**src/rtl/core/slx_pkg.sv**
```systemverilog
// Shared types and constants for the start/length/XOR frame receiver.
// No dependencies.
package slx_pkg;

  localparam int BYTE_W   = 8;
  localparam int STATUS_W = 3;
  localparam int CFG_IDX_W = 1;

  // Result status codes
  typedef enum logic [STATUS_W-1:0] {
    ST_IN_FRAME = 3'd0,
    ST_GOOD     = 3'd1,
    ST_CSUM_ERR = 3'd2,
    ST_LEN_ERR  = 3'd3,
    ST_DISCARD  = 3'd4
  } frame_status_t;

  // Configuration register indexes
  typedef enum logic [CFG_IDX_W-1:0] {
    REG_START_BYTE    = 1'd0,
    REG_CHECKSUM_SEED = 1'd1
  } cfg_reg_t;

  // Receiver phase, one-hot
  typedef enum logic [3:0] {
    PH_HUNT = 4'b0001,
    PH_LEN  = 4'b0010,
    PH_DATA = 4'b0100,
    PH_CHK  = 4'b1000
  } phase_t;

  localparam logic [BYTE_W-1:0] START_BYTE_RST    = 8'd177;
  localparam logic [BYTE_W-1:0] CHECKSUM_SEED_RST = 8'd255;

endpackage

```
**src/rtl/core/slx_stream_if.sv**
```systemverilog
// Valid/ready channel interfaces for the frame receiver: received bytes in,
// per-byte results out. Depends on slx_pkg.
interface slx_in_if;
  import slx_pkg::*;

  logic              valid;
  logic              ready;
  logic [BYTE_W-1:0] rx_byte;

  modport source (output valid, output rx_byte, input ready);
  modport sink   (input valid, input rx_byte, output ready);
endinterface

interface slx_out_if;
  import slx_pkg::*;

  logic              valid;
  logic              ready;
  logic [BYTE_W-1:0] data_byte;
  logic [BYTE_W-1:0] position;
  frame_status_t     frame_status;
  logic              last;

  modport source (output valid, output data_byte, output position,
                  output frame_status, output last, input ready);
  modport sink   (input valid, input data_byte, input position,
                  input frame_status, input last, output ready);
endinterface

```
**src/rtl/core/start_length_xor_frame_receiver.sv**
```systemverilog
// Start-byte / length / XOR-checksum frame receiver, top level.
// A byte passes the input register, then the result register, before it is
// offered on out_ch.
// Throughput: one byte per cycle while the output is not stalled; a stalled result
// register holds one item while the input register takes the next.
// Reset (rst_n, synchronous, active low): hunting, counters and checksum
// cleared, start_byte = 177, checksum_seed = 255, both registers empty.
// Depends on slx_pkg and slx_stream_if.
module start_length_xor_frame_receiver #(
  parameter int MAX_FRAME = 64   // 4 .. 256 bytes, start to checksum
) (
  input  logic                           clk,
  input  logic                           rst_n,
  slx_in_if.sink                         in_ch,
  slx_out_if.source                      out_ch,
  input  logic                           cfg_we,
  input  logic [slx_pkg::CFG_IDX_W-1:0]  cfg_index,
  input  logic [slx_pkg::BYTE_W-1:0]     cfg_data
);
  import slx_pkg::*;

  // Longest legal length byte: the frame is L + 2 bytes in total
  localparam int MAX_LEN = MAX_FRAME - 2;

  // Configuration registers
  logic [BYTE_W-1:0] start_byte_r;
  logic [BYTE_W-1:0] checksum_seed_r;

  // Input register
  logic              in_vld_r;
  logic [BYTE_W-1:0] in_byte_r;

  // Frame state
  phase_t            phase_r,    phase_nxt;
  logic [BYTE_W-1:0] byte_pos_r, byte_pos_nxt;
  logic [BYTE_W-1:0] frame_len_r, frame_len_nxt;
  logic [BYTE_W-1:0] run_xor_r,  run_xor_nxt;

  // Result register
  logic              out_vld_r;
  logic [BYTE_W-1:0] out_byte_r;
  logic [BYTE_W-1:0] out_pos_r,  out_pos_nxt;
  frame_status_t     out_stat_r, out_stat_nxt;
  logic              out_last_r, out_last_nxt;

  logic advance;   // input register moves into the result register
  logic in_fire;
  logic len_bad;

  assign advance  = in_vld_r && (!out_vld_r || out_ch.ready);
  assign in_ch.ready = !in_vld_r || advance;
  assign in_fire  = in_ch.valid && in_ch.ready;

  // Length 0, or longer than MAX_LEN
  assign len_bad = (in_byte_r == '0) ||
                   ({1'b0, in_byte_r} > (BYTE_W+1)'(MAX_LEN));

  // ---- per-byte frame decode ----
  always_comb begin
    phase_nxt     = phase_r;
    byte_pos_nxt  = byte_pos_r;
    frame_len_nxt = frame_len_r;
    run_xor_nxt   = run_xor_r;
    out_pos_nxt   = '0;
    out_stat_nxt  = ST_IN_FRAME;
    out_last_nxt  = 1'b0;
    case (phase_r)
      PH_LEN: begin
        out_pos_nxt   = 8'd1;
        frame_len_nxt = in_byte_r;
        if (len_bad) begin
          out_stat_nxt = ST_LEN_ERR;
          out_last_nxt = 1'b1;
          phase_nxt    = PH_HUNT;
          byte_pos_nxt = '0;
        end else begin
          // length of one: no data, checksum byte follows directly
          phase_nxt    = (in_byte_r == 8'd1) ? PH_CHK : PH_DATA;
          byte_pos_nxt = 8'd2;
        end
      end
      PH_DATA: begin
        out_pos_nxt  = byte_pos_r;
        run_xor_nxt  = run_xor_r ^ in_byte_r;
        if (byte_pos_r == frame_len_r) begin
          phase_nxt = PH_CHK;
        end
        byte_pos_nxt = byte_pos_r + 8'd1;
      end
      PH_CHK: begin
        out_pos_nxt  = byte_pos_r;
        out_stat_nxt = (in_byte_r == run_xor_r) ? ST_GOOD : ST_CSUM_ERR;
        out_last_nxt = 1'b1;
        phase_nxt    = PH_HUNT;
        byte_pos_nxt = '0;
      end
      default: begin
        // hunting: anything but the start byte is passed on as ST_DISCARD
        if (in_byte_r == start_byte_r) begin
          run_xor_nxt  = checksum_seed_r;   // seed sampled at frame start
          phase_nxt    = PH_LEN;
          byte_pos_nxt = 8'd1;
        end else begin
          out_stat_nxt = ST_DISCARD;
          byte_pos_nxt = '0;
        end
      end
    endcase
  end

  // ---- configuration ----
  always_ff @(posedge clk) begin
    if (!rst_n) begin
      start_byte_r    <= START_BYTE_RST;
      checksum_seed_r <= CHECKSUM_SEED_RST;
    end else if (cfg_we) begin
      case (cfg_reg_t'(cfg_index))
        REG_START_BYTE:    start_byte_r    <= cfg_data;
        REG_CHECKSUM_SEED: checksum_seed_r <= cfg_data;
        default: ;
      endcase
    end
  end

  // ---- control and state ----
  always_ff @(posedge clk) begin
    if (!rst_n) begin
      in_vld_r    <= 1'b0;
      out_vld_r   <= 1'b0;
      phase_r     <= PH_HUNT;
      byte_pos_r  <= '0;
      frame_len_r <= '0;
      run_xor_r   <= '0;
    end else begin
      if (in_fire) begin
        in_vld_r <= 1'b1;
      end else if (advance) begin
        in_vld_r <= 1'b0;
      end
      if (advance) begin
        out_vld_r   <= 1'b1;
        phase_r     <= phase_nxt;
        byte_pos_r  <= byte_pos_nxt;
        frame_len_r <= frame_len_nxt;
        run_xor_r   <= run_xor_nxt;
      end else if (out_ch.ready) begin
        out_vld_r <= 1'b0;
      end
    end
  end

  // ---- payload ----
  always_ff @(posedge clk) begin
    if (in_fire) begin
      in_byte_r <= in_ch.rx_byte;
    end
    if (advance) begin
      out_byte_r <= in_byte_r;
      out_pos_r  <= out_pos_nxt;
      out_stat_r <= out_stat_nxt;
      out_last_r <= out_last_nxt;
    end
  end

  assign out_ch.valid        = out_vld_r;
  assign out_ch.data_byte    = out_byte_r;
  assign out_ch.position     = out_pos_r;
  assign out_ch.frame_status = out_stat_r;
  assign out_ch.last         = out_last_r;

endmodule
```
**src/flat_wrapper.sv**
```systemverilog
// flat-port wrapper written by rule: the top's interface ports become plain ports
module start_length_xor_frame_receiver_flat import slx_pkg::*;
#(
  parameter int MAX_FRAME = 64                                       
)
  (clk, rst_n, cfg_we, cfg_index, cfg_data, in_ch_valid, in_ch_rx_byte, in_ch_ready, out_ch_valid, out_ch_data_byte, out_ch_position, out_ch_frame_status, out_ch_last, out_ch_ready);
  slx_in_if in_ch_i ();
  slx_out_if out_ch_i ();
  input  logic clk;
  input  logic rst_n;
  input  logic cfg_we;
  input  logic [slx_pkg::CFG_IDX_W-1:0] cfg_index;
  input  logic [slx_pkg::BYTE_W-1:0] cfg_data;
  input wire logic [$bits(in_ch_i.valid)-1:0] in_ch_valid;
  input wire logic [$bits(in_ch_i.rx_byte)-1:0] in_ch_rx_byte;
  output wire logic [$bits(in_ch_i.ready)-1:0] in_ch_ready;
  output wire logic [$bits(out_ch_i.valid)-1:0] out_ch_valid;
  output wire logic [$bits(out_ch_i.data_byte)-1:0] out_ch_data_byte;
  output wire logic [$bits(out_ch_i.position)-1:0] out_ch_position;
  output wire logic [$bits(out_ch_i.frame_status)-1:0] out_ch_frame_status;
  output wire logic [$bits(out_ch_i.last)-1:0] out_ch_last;
  input wire logic [$bits(out_ch_i.ready)-1:0] out_ch_ready;
  assign in_ch_i.valid = in_ch_valid;
  assign in_ch_i.rx_byte = in_ch_rx_byte;
  assign in_ch_ready = in_ch_i.ready;
  assign out_ch_valid = out_ch_i.valid;
  assign out_ch_data_byte = out_ch_i.data_byte;
  assign out_ch_position = out_ch_i.position;
  assign out_ch_frame_status = out_ch_i.frame_status;
  assign out_ch_last = out_ch_i.last;
  assign out_ch_i.ready = out_ch_ready;
  start_length_xor_frame_receiver #(.MAX_FRAME(MAX_FRAME)) u_core (.clk(clk), .rst_n(rst_n), .in_ch(in_ch_i), .out_ch(out_ch_i), .cfg_we(cfg_we), .cfg_index(cfg_index), .cfg_data(cfg_data));
endmodule
```
**config.mk**
```make
export PLATFORM = sky130hd
export DESIGN_NAME = start_length_xor_frame_receiver_flat
export DESIGN_NICKNAME = d
export VERILOG_FILES = /design/src/rtl/core/slx_pkg.sv /design/src/rtl/core/slx_stream_if.sv /design/src/rtl/core/start_length_xor_frame_receiver.sv /design/src/flat_wrapper.sv
export SDC_FILE = /design/constraint.sdc
export NUM_CORES = 1
export LEC_CHECK = 0
export BUFFER_PORTS_ARGS = -buffer_cell sky130_fd_sc_hd__buf_2
export CAP_MARGIN = 10
export CORE_ASPECT_RATIO = 1.1
export CORE_UTILIZATION = 55
export CTS_CLUSTER_SIZE = 20
export DETAILED_ROUTE_END_ITERATION = 7
export PLACE_DENSITY = 0.79
export SYNTH_ARGS = -nofsm -noshare
export SYNTH_HDL_FRONTEND = slang
export SYNTH_SLANG_ARGS = --single-unit
```
**constraint.sdc**
```tcl
create_clock -name clk -period 2.5 [get_ports clk]
set_clock_uncertainty 0.1 [all_clocks]
set_input_delay 0 -clock clk [delete_from_list [all_inputs] [get_ports clk]]
set_output_delay 0 -clock clk [all_outputs]
set_load 0.01 [all_outputs]
```
=== Yosys cells after proc, flatten, opt, wreduce, memory -nomap -nowiden ===
Index checks and enable logic that the tools add are counted.

* Register bits: 74
* Output and inout bits: 22

* $add $sub $neg: 1
* Magnitude comparators: 1
* Equal/unequal tests: 8
* Multiplexer cells: 21
* Bitwise logic cells: 3
* Reduce and logical (&&, ||, !) cells: 19

{| class="wikitable"
|+ Operators with widths
! kind !! number
|-
| 8-bit one-hot mux with 2 select lines || 2
|-
| 8-bit equality test || 3
|-
| 8-bit one-hot mux with 3 select lines || 1
|-
| 4-bit two-way mux || 4
|-
| 4-bit one-hot mux with 3 select lines || 1
|-
| 3-bit one-hot mux with 3 select lines || 1
|-
| 8-bit by 1-bit adder with 8-bit output, second input constant || 1
|-
| 8-bit by 1-bit equality test with 1-bit output, second input constant || 1
|-
| 8-bit by 6-bit greater-than comparator with 1-bit output, second input constant || 1
|-
| 8-bit zero test || 1
|-
| 8-bit two-way mux || 1
|-
| 8-bit bitwise XOR || 1
|-
| 1-bit two-way mux || 6
|-
| 2-bit two-way mux || 3
|-
| 2-bit AND reduction || 3
|-
| 3-bit AND reduction || 2
|-
| 2-bit nonzero test || 3
|-
| 4-bit by 2-bit equality test with 1-bit output, second input constant || 1
|-
| 4-bit by 3-bit equality test with 1-bit output, second input constant || 1
|-
| 4-bit equality test, second input constant || 1
|-
| 4-bit nonzero test || 1
|-
| 2-bit OR reduction || 2
|-
| 1-bit logical OR || 3
|-
| 3-bit two-way mux || 1
|-
| other kinds (5) || 8
|}

=== Depth between registers and ports, before layout ===
* Word-level depth: 6
* Gate-level depth with buffers: 8
* Mapped depth without buffers: 6

=== Worst setup path before layout ===
Ideal clock, no wire load.

* Kind: reg2reg
* Start: register u_core.out_vld_r, in the netlist u_core.out_ch.valid
* End: register u_core.out_byte_r[0], in the netlist u_core.out_ch.data_byte[0] (enable)
* Data arrival time: 1.471 ns
* Data required time: 2.008 ns
* Setup slack: 0.537 ns
* Cell stages (with the launch flop): 5
* Cells stage by stage: dfxtp_1 nand2b_1 nand2_1 clkinv_1 clkbuf_1

* Cells in the longest elaborated chain, start to end: 3

{| class="wikitable"
|+ RTL lines
! element !! RTL line !! RTL
|-
| from (decl) || start_length_xor_frame_receiver.sv:40 || <nowiki>logic out_vld_r;</nowiki>
|-
| from (signal assigned) || start_length_xor_frame_receiver.sv:129 || <nowiki>out_vld_r <= 1'b0;</nowiki>
|-
| from (signal assigned) || start_length_xor_frame_receiver.sv:141 || <nowiki>out_vld_r <= 1'b1;</nowiki>
|-
| from (signal assigned) || start_length_xor_frame_receiver.sv:147 || <nowiki>out_vld_r <= 1'b0;</nowiki>
|-
| 1-bit zero test || start_length_xor_frame_receiver.sv:50 || <nowiki>assign advance = in_vld_r && (!out_vld_r || out_ch.ready);</nowiki>
|-
| 1-bit logical OR || start_length_xor_frame_receiver.sv:50 ||
|-
| 1-bit logical AND || start_length_xor_frame_receiver.sv:50 ||
|-
| via u_core.advance || start_length_xor_frame_receiver.sv:46 || <nowiki>logic advance;</nowiki>
|-
| to (signal assigned) || start_length_xor_frame_receiver.sv:158 || <nowiki>out_byte_r <= in_byte_r;</nowiki>
|-
| to (decl) || start_length_xor_frame_receiver.sv:41 || <nowiki>logic [BYTE_W-1:0] out_byte_r;</nowiki>
|}

The timed path passes the listed nets, and every way through them passes these cells.
A chain may end at the register's enable or synchronous reset.

=== Worst setup path in the final report ===
* Start: register u_core.phase_r[2]
* End: register u_core.run_xor_r[3]

* Cells in the longest elaborated chain, start to end: 4
* Elaborated cells between the ends (all ways): 8
* Classes of those cells: eq/ne: 3; mux: 1; bitwise: 1; reduce/logical: 3

{| class="wikitable"
|+ RTL lines
! element !! RTL line !! RTL
|-
| from (decl) || start_length_xor_frame_receiver.sv:34 || <nowiki>phase_t phase_r, phase_nxt;</nowiki>
|-
| from (signal assigned) || start_length_xor_frame_receiver.sv:142 || <nowiki>phase_r <= phase_nxt;</nowiki>
|-
| 4-bit by 2-bit equality test with 1-bit output / 4-bit equality test (equally long branches) || start_length_xor_frame_receiver.sv:67 || <nowiki>case (phase_r)</nowiki>
|-
| 2-bit OR reduction (no source line) || n/a ||
|-
| 1-bit inverter (no source line) || n/a ||
|-
| 3-bit AND reduction (no source line) || n/a ||
|-
| to (signal assigned) || start_length_xor_frame_receiver.sv:145 || <nowiki>run_xor_r <= run_xor_nxt;</nowiki>
|-
| to (decl) || start_length_xor_frame_receiver.sv:37 || <nowiki>logic [BYTE_W-1:0] run_xor_r, run_xor_nxt;</nowiki>
|}

Parallel ways exist; a longest one is shown, timed or not.

==> impl_metrics.ini <==
[critical_path]
crit_type = reg -> reg
crit_path_max_fanout = 29
critPathCaptureType = flip-flop
startpoint_type = flip-flop
arrival_ns = 2.27
crit_required_ns = 2.65

[synth]
synth-edff-count = 28
yosys_register_bits = 74
synthFlopType = dfxtp_1
yosysTopAreaCell = dfxtp_1
yosysMostFrequentCell = nand2_1
syn_inst = 342
synthArstFlopShare_pct = 0
ys_types = 48
synth_area_leaders = dfxtp_1 27%, edfxtp_1 25%, nand2_1 6.0%, xnor2_1 4.4%, xor2_1 3.4%
yosysSeqAreaShare_pct = 52.03
synth_warnings = 0
synth_commonest_cells = 54 x nand2_1, 46 x dfxtp_1, 28 x edfxtp_1
synth.avg_cell_area_sq_um = 9.900
netlist_area_sq_mm = 0.003386
synthDominantCellAreaShare_pct = 27.20
syn_nets = 365

[power_and_ir_drop]
netSwitchingFraction_pct = 23.35
p_clk_share_pct = 36.6
p_comb_share_pct = 8.2
irDropWorstVdd_mv = 0.3575
p_leak_nw = 1.550
power_density_mw_per_mm2 = 589.3
intPower_mw = 1.841
seq_power_share_pct = 55.2
p_sw_uw = 560.8

[timing]
worstMarginPinSlew_ns = 0.4620
hold_viol = 0
finalCritPeriodShare_pct = 84.59
slew_violations = 0
rsz0062_at_grt = no
max_clock_freq_mhz = 472.9
max_slew_margin_pct = 69.14
whs_ns = 0.05857
finalSetupTns_ns = 0
period_minus_slack_ns = 2.115
setup_violations = 0

[finish]
area_growth_pct = 20.40
nets = 430
diodes = 0
design_area_sq_mm = 0.004076
fin_cells = 489
fillerInstances = 439
final_util_pct = 69.78
layout-drive-gt1-share_pct = 18.69

[placed_design]
placed_cell_area_sq_mm = 0.003632
hpwl_mm = 5.170
placedCellCount = 447
gp_congestion = 0.8422
numPortBuffers = 43

[route]
drt.antenna.violating_nets = 0
wire_per_inst_um = 15.63
vias = 2718
dr.pass1.iters = 4
dr.first_iter.drc_count = 143
finalWirelength_mm = 7.644
drc = 0
viasPerCell = 5.558

[clock_tree]
post_cts_buffers = 0
postCtsHoldBufs = 26
numCtsBuffers = 9
cts-root-buf = clkbuf_8
path_clk_slew_ns = 0.08
cts_tree = done
cts.sinks = 74
insertion_delay_ns = 0.35
clk_path_buf_depth = 2
ctsResizeCount = 0
htreeDepth = 3

[global_route]
track_usage_pct = 25.68
antenna_found_initial = 0
grt_max_degree = 30
grt_pass1_wl_mm = 12.55
grt_pass1_vias = 2743
gr-total-overflow = 0

[floorplanning]
start_util_pct = 57.96
core_sq_mm = 0.005842
rows = 29
pin_count = 44
die-height_um = 84.29
die_x_um = 76.81
fp.dieArea_sq_mm = 0.006474

[worst_hold_path]
min_path_type = in -> reg

[outcome]
status = completed

[flow_run]
drv_cap = 0
-- stage by stage --
| stage | setup slack, ns | power [mW] |
|---|---|---|
| final | 0.3853 | 2.402 |
| after global routing | 0.2998 | 2.484 |
| after CTS | 0.4026 | 2.410 |
| after detailed placement | 0.4036 | 1.516 |
| after global placement | 0.4724 | 1.511 |
| after floorplan | 0.5368 | 1.448 |
-- power groups by stage --
stage               sequential [mW]  clock [mW]  combinational (mW)
finish                         1.33       0.879               0.197
CTS                            1.33       0.891               0.194
floorplan                      1.34           0               0.104
global placement               1.35           0               0.160
global route                   1.33       0.939               0.214
detailed placement             1.35           0               0.164
-- flip-flops by register name, summed over array words and instances (netlist names), 4 cells and up --
signal                   count
u_core.byte_pos_r            8
u_core.checksum_seed_r       8
u_core.frame_len_r           8
u_core.in_byte_r             8
u_core.out_ch.data_byte      8
u_core.out_ch.position       8
u_core.phase_r               4
u_core.run_xor_r             8
u_core.start_byte_r          8
-- final timing paths --
path                                            start                        end  slack, ns  cells after the start
worst max-delay path                u_core.phase_r[2]        u_core.run_xor_r[3]       0.39                      4
worst min-delay path                           cfg_we  u_core.checksum_seed_r[2]       0.06                      4
worst max register to register      u_core.phase_r[2]        u_core.run_xor_r[3]       0.39                      4
worst min register to register  u_core.frame_len_r[4]      u_core.frame_len_r[4]       0.38                      2
-- layout by cell type (no fill, tap or decap), types with 2 or more instances in the layout --
master,count
nand2_1,54
dfxtp_1,46
buf_2,43
edfxtp_1,28
dlygate4sd3_1,26
nor2_1,21
nand3_1,21
xnor2_1,17
xor2_1,13
a21boi_0,13
nor2b_1,11
a21oi_1,11
o21a_1,10
clkbuf_8,9
nor3b_1,8
nor3_1,8
nand4_1,7
o21ai_0,7
buf_4,7
o31a_2,6
clkinv_1,3
and2_1,3
nor4_1,3
nand2b_1,2
o211ai_1,2
o31ai_1,2
o31a_1,2
and3_1,2
or3_1,2
nor3b_2,2
clkinv_2,2
-- per-layer routing --
layer	track usage, %	vias to the layer above	routed length (um)
li1	-	1333	-
met1	28.97	1282	3014
met2	45.45	86	4062
met3	5.978	17	398
met4	12.41	0	168
met5	0	-	0
-- cell type report --
cell class | count | area (sq um) | share of cell area (%)
Inverter | 2 | 7.507 | 0.1842
Clock buffer | 10 | 127.6 | 3.131
Timing Repair Buffer | 76 | 528.0 | 12.95
Tap cell | 77 | 96.34 | 2.363
Sequential cell | 74 | 1762 | 43.22
Clock inverter | 6 | 56.30 | 1.381
Multi-Input combinational cell | 244 | 1499 | 36.77
-- kinds of logic after synthesis --
family	share of synthesized area, %
fa+ha+maj	0.3695
mux	0.2957
xor+xnor	7.760
simple gates	23.24
flops	52.03
buf+inv	3.695
compound gates	12.60
-- worst max-delay path, cell delays in order (launching register included) --
cell     delay, ns
dfxtp_1       0.44
or4b_4        0.67
o21a_4        0.25
o31a_2        0.38
o21a_1        0.18
Note: power is estimated with default switching activity, not from simulation.
